[src/rtl/i2cm_pkg.sv]
// Shared types and codes for the I2C master register access block.
// No dependencies; every other file in rtl/ refers to this package by scoped names.
package i2cm_pkg;

  // Request codes carried in req_type
  localparam logic [1:0] REQ_TICK  = 2'd0;
  localparam logic [1:0] REQ_WRITE = 2'd1;
  localparam logic [1:0] REQ_READ  = 2'd2;

  // Sequencer phase, one-hot
  typedef enum logic [9:0] {
    PH_IDLE      = 10'b00_0000_0001,
    PH_START     = 10'b00_0000_0010,
    PH_SEND      = 10'b00_0000_0100,
    PH_SEND_TAIL = 10'b00_0000_1000,
    PH_WACK      = 10'b00_0001_0000,
    PH_RECV_PRE  = 10'b00_0010_0000,
    PH_RECV_BIT  = 10'b00_0100_0000,
    PH_RECV_POST = 10'b00_1000_0000,
    PH_SACK      = 10'b01_0000_0000,
    PH_STOP      = 10'b10_0000_0000
  } phase_e;

  // Transaction stage: which byte of the frame is being handled
  typedef enum logic [1:0] {
    ST_ADDR_W = 2'd0,
    ST_REG    = 2'd1,
    ST_DATA   = 2'd2,
    ST_READ   = 2'd3
  } stage_e;

  // One input beat
  typedef struct packed {
    logic [1:0] req_type;
    logic [6:0] dev_addr;
    logic [7:0] reg_addr;
    logic [7:0] byte_count;
    logic [7:0] tx_byte;
    logic       sda_in;
  } item_t;

  // One result beat
  typedef struct packed {
    logic       scl_level;
    logic       sda_level;
    logic       tx_taken;
    logic       rx_valid;
    logic [7:0] rx_byte;
    logic       done_res;
    logic       nack_error;
    logic       busy_res;
  } result_t;

endpackage

[src/rtl/i2cm_in_stage.sv]
// Input register for the I2C master: holds one request beat until the sequencer takes it.
// Depends on i2cm_pkg (item_t).
module i2cm_in_stage (
  input  logic               clk_i,
  input  logic               rst_ni,
  input  logic               in_valid_i,
  output logic               in_stall_o,
  input  i2cm_pkg::item_t    in_item_i,
  input  logic               take_i,
  output logic               valid_o,
  output i2cm_pkg::item_t    item_o
);

  logic            valid_q;
  i2cm_pkg::item_t item_q;

  // Stall only when a held beat cannot move on this cycle
  assign in_stall_o = valid_q & ~take_i;

  always_ff @(posedge clk_i or negedge rst_ni) begin
    if (!rst_ni) begin
      valid_q <= 1'b0;
    end else if (!in_stall_o) begin
      valid_q <= in_valid_i;
    end
  end

  // Payload, no reset
  always_ff @(posedge clk_i) begin
    if (!in_stall_o) begin
      item_q <= in_item_i;
    end
  end

  assign valid_o = valid_q;
  assign item_o  = item_q;

endmodule

[src/rtl/i2cm_seq.sv]
// Pin-level I2C sequencer: state registers and the single-tick step logic.
// Depends on i2cm_pkg (phase_e, stage_e, item_t, result_t, request codes).
module i2cm_seq (
  input  logic               clk_i,
  input  logic               rst_ni,
  input  logic               step_i,
  input  i2cm_pkg::item_t    item_i,
  output i2cm_pkg::result_t  res_o
);

  i2cm_pkg::phase_e phase_q, phase_d;
  i2cm_pkg::stage_e stage_q, stage_d;
  logic [2:0] step_q, step_d;
  logic [2:0] bit_q, bit_d;
  logic [7:0] shift_q, shift_d;
  logic [7:0] left_q, left_d;
  logic [6:0] addr_q, addr_d;
  logic [7:0] reg_q, reg_d;
  logic       rmode_q, rmode_d;
  logic       hold_q, hold_d;
  logic       abort_q, abort_d;

  i2cm_pkg::phase_e ph;
  i2cm_pkg::stage_e stg;
  logic [2:0] t;
  logic       begin_req;
  logic       send_bit;
  logic       sack_lvl;
  i2cm_pkg::result_t res;

  assign begin_req = (phase_q == i2cm_pkg::PH_IDLE) &&
                     ((item_i.req_type == i2cm_pkg::REQ_WRITE) ||
                      (item_i.req_type == i2cm_pkg::REQ_READ));
  assign send_bit  = shift_q[~bit_q];
  assign sack_lvl  = (left_q == 8'd0);

  // One tick of the sequencer
  always_comb begin
    addr_d  = addr_q;
    reg_d   = reg_q;
    left_d  = left_q;
    rmode_d = rmode_q;
    abort_d = abort_q;
    phase_d = phase_q;
    stage_d = stage_q;
    bit_d   = bit_q;
    shift_d = shift_q;
    hold_d  = hold_q;
    ph      = phase_q;
    stg     = stage_q;
    t       = step_q;

    res            = '0;
    res.scl_level  = 1'b1;
    res.sda_level  = 1'b1;

    // Begin from idle: latch target and jump into START
    if (begin_req) begin
      addr_d  = item_i.dev_addr;
      reg_d   = item_i.reg_addr;
      left_d  = item_i.byte_count;
      rmode_d = (item_i.req_type == i2cm_pkg::REQ_READ);
      abort_d = 1'b0;
      ph      = i2cm_pkg::PH_START;
      stg     = i2cm_pkg::ST_ADDR_W;
      t       = 3'd0;
      phase_d = ph;
      stage_d = stg;
    end

    res.busy_res = (ph != i2cm_pkg::PH_IDLE);
    step_d       = t + 3'd1;

    unique case (ph)
      i2cm_pkg::PH_START: begin
        res.scl_level = (t < 3'd2);
        res.sda_level = (t == 3'd0);
        hold_d        = (t == 3'd0);
        if (t >= 3'd2) begin
          phase_d = i2cm_pkg::PH_SEND;
          step_d  = 3'd0;
          bit_d   = 3'd0;
          if (stg == i2cm_pkg::ST_DATA) begin
            stage_d = i2cm_pkg::ST_DATA;
            shift_d = {addr_q, 1'b1};
          end else begin
            stage_d = i2cm_pkg::ST_ADDR_W;
            shift_d = {addr_q, 1'b0};
          end
        end
      end
      i2cm_pkg::PH_SEND: begin
        if (t == 3'd0) begin
          res.scl_level = 1'b0;
          res.sda_level = hold_q;
        end else begin
          res.scl_level = (t >= 3'd2);
          res.sda_level = send_bit;
          hold_d        = send_bit;
        end
        if (t >= 3'd2) begin
          step_d = 3'd0;
          if (bit_q == 3'd7) begin
            phase_d = i2cm_pkg::PH_SEND_TAIL;
          end else begin
            bit_d = bit_q + 3'd1;
          end
        end
      end
      i2cm_pkg::PH_SEND_TAIL: begin
        res.scl_level = 1'b0;
        res.sda_level = hold_q;
        phase_d       = i2cm_pkg::PH_WACK;
        step_d        = 3'd0;
      end
      i2cm_pkg::PH_WACK: begin
        if (t == 3'd0) begin
          res.scl_level = 1'b0;
          res.sda_level = hold_q;
        end else begin
          res.scl_level = (t >= 3'd2) && (t <= 3'd5);
          res.sda_level = 1'b1;
          hold_d        = 1'b1;
        end
        if (t == 3'd4) begin
          abort_d = item_i.sda_in;
        end
        // End of ACK slot: decide the next byte
        if (t >= 3'd6) begin
          step_d = 3'd0;
          priority if (abort_q) begin
            phase_d = i2cm_pkg::PH_STOP;
          end else if (stg == i2cm_pkg::ST_ADDR_W) begin
            stage_d = i2cm_pkg::ST_REG;
            phase_d = i2cm_pkg::PH_SEND;
            bit_d   = 3'd0;
            shift_d = reg_q;
          end else if (stg == i2cm_pkg::ST_REG && rmode_q) begin
            stage_d = i2cm_pkg::ST_DATA;
            phase_d = i2cm_pkg::PH_START;
          end else if (stg == i2cm_pkg::ST_DATA && rmode_q) begin
            stage_d = i2cm_pkg::ST_READ;
            phase_d = sack_lvl ? i2cm_pkg::PH_STOP : i2cm_pkg::PH_RECV_PRE;
          end else if (left_q == 8'd0) begin
            stage_d = i2cm_pkg::ST_DATA;
            phase_d = i2cm_pkg::PH_STOP;
          end else begin
            left_d       = left_q - 8'd1;
            res.tx_taken = 1'b1;
            stage_d      = i2cm_pkg::ST_DATA;
            phase_d      = i2cm_pkg::PH_SEND;
            bit_d        = 3'd0;
            shift_d      = item_i.tx_byte;
          end
        end
      end
      i2cm_pkg::PH_RECV_PRE: begin
        res.scl_level = 1'b0;
        hold_d        = 1'b1;
        if (t >= 3'd1) begin
          phase_d = i2cm_pkg::PH_RECV_BIT;
          step_d  = 3'd0;
          bit_d   = 3'd0;
          shift_d = 8'd0;
        end
      end
      i2cm_pkg::PH_RECV_BIT: begin
        res.scl_level = (t >= 3'd1);
        if (t >= 3'd1) begin
          shift_d = {shift_q[6:0], item_i.sda_in};
          step_d  = 3'd0;
          if (bit_q == 3'd7) begin
            phase_d = i2cm_pkg::PH_RECV_POST;
          end else begin
            bit_d = bit_q + 3'd1;
          end
        end
      end
      i2cm_pkg::PH_RECV_POST: begin
        res.scl_level = 1'b0;
        if (t >= 3'd1) begin
          res.rx_valid = 1'b1;
          res.rx_byte  = shift_q;
          left_d       = left_q - 8'd1;
          phase_d      = i2cm_pkg::PH_SACK;
          step_d       = 3'd0;
        end
      end
      i2cm_pkg::PH_SACK: begin
        // NACK the last byte, ACK the rest
        if (t == 3'd0) begin
          res.scl_level = 1'b0;
          res.sda_level = hold_q;
        end else begin
          res.scl_level = (t == 3'd2);
          res.sda_level = sack_lvl;
          hold_d        = sack_lvl;
        end
        if (t >= 3'd3) begin
          phase_d = sack_lvl ? i2cm_pkg::PH_STOP : i2cm_pkg::PH_RECV_PRE;
          step_d  = 3'd0;
        end
      end
      i2cm_pkg::PH_STOP: begin
        res.scl_level = (t >= 3'd1);
        res.sda_level = (t >= 3'd2);
        hold_d        = (t >= 3'd2);
        if (t >= 3'd2) begin
          res.done_res   = 1'b1;
          res.nack_error = abort_q;
          abort_d        = 1'b0;
          phase_d        = i2cm_pkg::PH_IDLE;
          stage_d        = i2cm_pkg::ST_ADDR_W;
          step_d         = 3'd0;
        end
      end
      default: begin
        // Idle: lines released, counters parked
        phase_d      = i2cm_pkg::PH_IDLE;
        stage_d      = i2cm_pkg::ST_ADDR_W;
        step_d       = 3'd0;
        hold_d       = 1'b1;
        res.busy_res = 1'b0;
      end
    endcase
  end

  assign res_o = res;

  // State registers, advanced once per accepted tick
  always_ff @(posedge clk_i or negedge rst_ni) begin
    if (!rst_ni) begin
      phase_q <= i2cm_pkg::PH_IDLE;
      stage_q <= i2cm_pkg::ST_ADDR_W;
      step_q  <= 3'd0;
      bit_q   <= 3'd0;
      shift_q <= 8'd0;
      left_q  <= 8'd0;
      addr_q  <= 7'd0;
      reg_q   <= 8'd0;
      rmode_q <= 1'b0;
      hold_q  <= 1'b1;
      abort_q <= 1'b0;
    end else if (step_i) begin
      phase_q <= phase_d;
      stage_q <= stage_d;
      step_q  <= step_d;
      bit_q   <= bit_d;
      shift_q <= shift_d;
      left_q  <= left_d;
      addr_q  <= addr_d;
      reg_q   <= reg_d;
      rmode_q <= rmode_d;
      hold_q  <= hold_d;
      abort_q <= abort_d;
    end
  end

  // A flagged NACK only ever comes with the STOP completion
  a_nack_with_done: assert property (@(posedge clk_i) disable iff (!rst_ni)
    step_i && res.nack_error |-> res.done_res && (phase_q == i2cm_pkg::PH_STOP))
    else $error("nack_error outside STOP completion");

  // Completing STOP returns the sequencer to idle
  a_done_to_idle: assert property (@(posedge clk_i) disable iff (!rst_ni)
    step_i && res.done_res |=> (phase_q == i2cm_pkg::PH_IDLE) && !abort_q)
    else $error("sequencer not idle after STOP");

  // A taken write byte is loaded into the shifter and sending starts at bit 0
  a_tx_load: assert property (@(posedge clk_i) disable iff (!rst_ni)
    step_i && res.tx_taken |=> (phase_q == i2cm_pkg::PH_SEND) && (bit_q == 3'd0) &&
                               (shift_q == $past(item_i.tx_byte)))
    else $error("tx byte not loaded for sending");

  // Every received byte is followed by the master ACK/NACK slot
  a_rx_to_sack: assert property (@(posedge clk_i) disable iff (!rst_ni)
    step_i && res.rx_valid |=> (phase_q == i2cm_pkg::PH_SACK) && (step_q == 3'd0))
    else $error("received byte not followed by ACK slot");

endmodule

[src/rtl/i2c_master_register_access.sv]
// Top level of the I2C master register access block: input register, sequencer, result register.
// Depends on i2cm_pkg, i2cm_in_stage and i2cm_seq.
//
// Each input beat is one pin-level delay tick of an open-drain I2C master running register
// write and register read transactions; each accepted beat yields exactly one result beat with
// the SCL/SDA drive for that tick and the status flags. A beat passes through the input register
// and then through the combinational sequencer step into the result register; one beat is taken
// every cycle as long as the result side keeps pace. The sequencer state advances once per tick,
// in the step between those two registers. A begin request while a transaction runs counts as a
// plain tick; tx_byte is consumed only on the tick whose result reports tx_taken, and sda_in is
// sampled on the ticks the bus protocol defines.
module i2c_master_register_access (
  input  logic               clk_i,
  input  logic               rst_ni,
  input  logic               in_valid_i,
  output logic               in_stall_o,
  input  i2cm_pkg::item_t    in_item_i,
  output logic               out_valid_o,
  input  logic               out_stall_i,
  output i2cm_pkg::result_t  out_item_o
);

  logic              held_valid;
  i2cm_pkg::item_t   held_item;
  logic              advance;
  i2cm_pkg::result_t step_res;
  logic              out_valid_q;
  i2cm_pkg::result_t out_item_q;

  // Move a beat into the result register whenever that register is free or being drained
  assign advance = held_valid & (~out_valid_q | ~out_stall_i);

  i2cm_in_stage u_in_stage (
    .clk_i      (clk_i),
    .rst_ni     (rst_ni),
    .in_valid_i (in_valid_i),
    .in_stall_o (in_stall_o),
    .in_item_i  (in_item_i),
    .take_i     (advance),
    .valid_o    (held_valid),
    .item_o     (held_item)
  );

  i2cm_seq u_seq (
    .clk_i  (clk_i),
    .rst_ni (rst_ni),
    .step_i (advance),
    .item_i (held_item),
    .res_o  (step_res)
  );

  // Result register
  always_ff @(posedge clk_i or negedge rst_ni) begin
    if (!rst_ni) begin
      out_valid_q <= 1'b0;
    end else if (!out_valid_q || !out_stall_i) begin
      out_valid_q <= advance;
    end
  end

  always_ff @(posedge clk_i) begin
    if (advance) begin
      out_item_q <= step_res;
    end
  end

  assign out_valid_o = out_valid_q;
  assign out_item_o  = out_item_q;

endmodule

[config.mk]
export PLATFORM = sky130hd
export DESIGN_NAME = i2c_master_register_access
export DESIGN_NICKNAME = d
export VERILOG_FILES = /design/src/rtl/i2cm_pkg.sv /design/src/rtl/i2cm_in_stage.sv /design/src/rtl/i2cm_seq.sv /design/src/rtl/i2c_master_register_access.sv
export SDC_FILE = /design/constraint.sdc
export NUM_CORES = 1
export LEC_CHECK = 0
export ABC_AREA = 1
export BUFFER_PORTS_ARGS = -buffer_cell sky130_fd_sc_hd__buf_2
export CAP_MARGIN = 10
export CORE_ASPECT_RATIO = 1.75
export CORE_MARGIN = 2
export CORE_UTILIZATION = 50
export DETAILED_ROUTE_END_ITERATION = 10
export PLACE_DENSITY = 0.69
export SYNTH_ARGS = -nofsm -noshare
export SYNTH_HDL_FRONTEND = slang
export SYNTH_SLANG_ARGS = --single-unit
[constraint.sdc]
create_clock -name clk_i -period 4.5 [get_ports clk_i]
set_input_delay 0.45 -clock clk_i [delete_from_list [all_inputs] [get_ports clk_i]]
set_output_delay 0.45 -clock clk_i [all_outputs]
set_load 0.02 [all_outputs]
==> summary.txt <==
status = complete, no violations
initial core utilization = 50.8%
Hold Vio Cnt, Final = 0
Static Leakage = 3.31 nW
# clock sinks = 103
post-synth net total = 766
GP Congestion = 0.945
PostCTS Resize Cnt = 0
die area = 0.0126 mm²
Detailed Route Iter0 Violations = 320
RSZ-0062 raised after global routing = false
area of the multi-input gates = 0.00255 mm²
TritonCTS Buffers = 9
Yosys cell types = 40
Crit Path Category = flip-flop to flip-flop
HPWL Detailed = 10700 µm
final worst slack = 1.35 ns
Post-CTS Setup Repair Bufs = 0
synthesized flop and latch total = 103
sequential cell area = 0.00283 mm²
CP Max Fanout = 23
Skew-Pair Late Insertion Delay = 0.35 ns
Routed Antenna Nets = 0
first drt pass iteration count = 6
share of cells above drive strength 1 = 16.1%
grt ovf = 0
post-place setup slack = 1.40 ns
Synth Warn # = 0
most instantiated cells after synthesis = nand2_1 (190), nor2_1 (93), inv_1 (89)
I/O Pins = 55
worst vdd ir = 0.277 mV
clk_skew = 0.00844 ns
CP endpoint kind = flip-flop
mux cell area share after synthesis = 3.10%
Final Non-Filler Cells = 909
first-pass GRT wire length = 23300 µm
Final Util = 57.1%
Setup-failing EPs final = 0
# fillers = 1043
largest family of logic cells by synthesized area = simple AND/OR/NAND/NOR gates
largest net degree at the start of global routing = 55
Worst-Margin Slew = 0.766 ns
Final Instance Area = 0.00654 mm²
total track usage = 23.7%
routed wire length = 14400 µm
Mapped Cells = 715
final net count = 820
Pins Over Slew Limit = 0
Inst Count DP = 893
Synth Area in XOR/XNOR = 0.753%
top cells by area, synth = edfxtp_1 (25%), dfrtp_1 (22%), nand2_1 (12%)
predominant post-synthesis flop cell = dfrtp_1
clk buf depth = 2
die width = 85.6 µm
fmax = 317 MHz
top-count cell post-synth = nand2_1
Clock Root Buffer = clkbuf_16
Worst Hold Class = input port to async pin
EDFF count, synth = 49
initial antenna violation count = 0
fraction of the mapped netlist area in adder cells = 2.80%
Clock transition at path regs = 0.08 ns
simple-gate share of the synthesized area = 30.4%
Vias/cell = 5.45
Reg2Reg Setup Slack = 1.35 ns
Die H = 147 µm
fin crit share = 70.1%
placed instance area = 0.00623 mm²
Max Cap Viol = 0
DR vias = 4952
Core Region = 0.0115 mm²
Remaining DRCs = 0
Post-Syn Area = 0.00582 mm²
hold slack = 0.221 ns
CP required = 4.80 ns
biggest area consumer among synthesized cells = edfxtp_1
post-synthesis async set-or-reset flop share = 52.4%
Post-Syn Area per Cell = 8.14 µm²
Synth-to-Final Area Change = 12.4%
Slew headroom = 48.9%
PortBufs = 54
post-synth top area share = 25.3%
critical path arrival = 3.45 ns
Core Rows = 52
Ant. Diodes = 0
register area share after synthesis = 48.5%
TNS Setup = 0 ns
post-synthesis compound-gate area fraction = 6.69%
fin crit period = 3.15 ns
# hold bufs at CTS = 0
Pwr Total = 3.21 mW
vias in the first global route = 4722
TritonCTS clock tree = built
crit start category = flip-flop
CTS HTree Levels = 3
power per cell area = 490 mW/mm²
wire per inst = 15.8 µm
-- cells in the final DEF, fill, tap and decap left out, drive strengths merged, types with 2 or more instances in the layout --
cell type,n
a22oi,2
clkinv,5
dfstp,2
dfrtp,52
nand2,200
nand3,61
edfxtp,49
nor3,7
o211ai,2
buf,59
nor2,105
o21ai,40
mux2,16
or2,3
inv,102
ha,13
a21oi,19
o22ai,3
xor2,4
clkbuf,9
nand4,15
-- report_power, final --
| part | leakage (nW) | switching, mW | total (mW) | internal [mW] |
|---|---|---|---|---|
| clock | 0.152 | 0.409 | 0.813 | 0.404 |
| combinational | 2.01 | 0.708 | 1.08 | 0.371 |
| sequential | 1.15 | 0.114 | 1.32 | 1.20 |
| total | 3.31 | 1.23 | 3.21 | 1.98 |
-- layer usage --
| metal | GRT usage (%) | part of all wire, % | up-vias |
|---|---|---|---|
| met5 | 0 | 0 | - |
| met1 | 27.8 | 40 | 2350 |
| met3 | 3.65 | 4.1 | 33 |
| met2 | 41.8 | 53 | 148 |
| li1 | - | - | 2421 |
| met4 | 10.7 | 3.3 | 0 |
-- critical path, stage by stage (launching register included) --
cell and delay (ns):
edfxtp_1 0.34, inv_1 0.04, ha_1 0.27, nor2_1 0.04, nand2_1 0.07, nor2_2 0.05
nand2_4 0.23, nand2_1 0.22, inv_1 0.16, ha_1 0.30, inv_1 0.07, nor2_1 0.17
inv_1 0.14, nor2_1 0.36, nand3_4 0.19, nor2_4 0.16, nand2_1 0.07, nand3_1 0.08
nand2_1 0.05, nand2_1 0.07
-- area by class of cell --
class,instances,share of cell area [%]
multi-input cells,496,39.0
flip-flops and latches,103,43.2
repair buffers,59,4.70
inverters,100,5.74
clock inverters,7,1.40
well taps,135,2.58
clock buffers,9,3.44
-- flip-flops by register name, summed over array words and instances, names as in the netlist, 2 cells and up --
name	cells
u_in_stage.item_o	34
u_seq.stage_q	2
u_seq.left_q	8
u_seq.step_q	3
out_item_o	15
u_seq.addr_q	7
u_seq.reg_q	8
u_seq.phase_q	10
u_seq.shift_q	8
u_seq.bit_q	3
-- worst paths after layout --
kind                                                 start                         endpoint  cells after the start
setup / recovery           u_in_stage.item_o[32]$_DFFE_PN_      u_seq.left_q[1]$_DFFE_PN0P_                     19
hold / removal                                      rst_ni      u_seq.left_q[1]$_DFFE_PN0P_                      2
setup reg to reg           u_in_stage.item_o[32]$_DFFE_PN_      u_seq.left_q[1]$_DFFE_PN0P_                     19
hold reg to reg            u_in_stage.item_o[29]$_DFFE_PN_      u_seq.addr_q[4]$_DFFE_PN0P_                      1
max in group asynchronous                           rst_ni       u_seq.bit_q[1]$_DFFE_PN0P_                      2
min in group clk_i                           in_item_i[19]  u_in_stage.item_o[19]$_DFFE_PN_                      1
-- cells by family (layout without fill, tap and decap cells) --
group                      Yosys count  in the layout
AOI/OAI and AO/OA                   71             71
xor gates and xnor gates             5              5
adders and majority gates           13             13
buffers and inverters              116            175
DFF                                103            103
muxes                               16             16
and+or+nand+nor                    391            391
No activity file was read; power rests on OpenSTA's default activity.
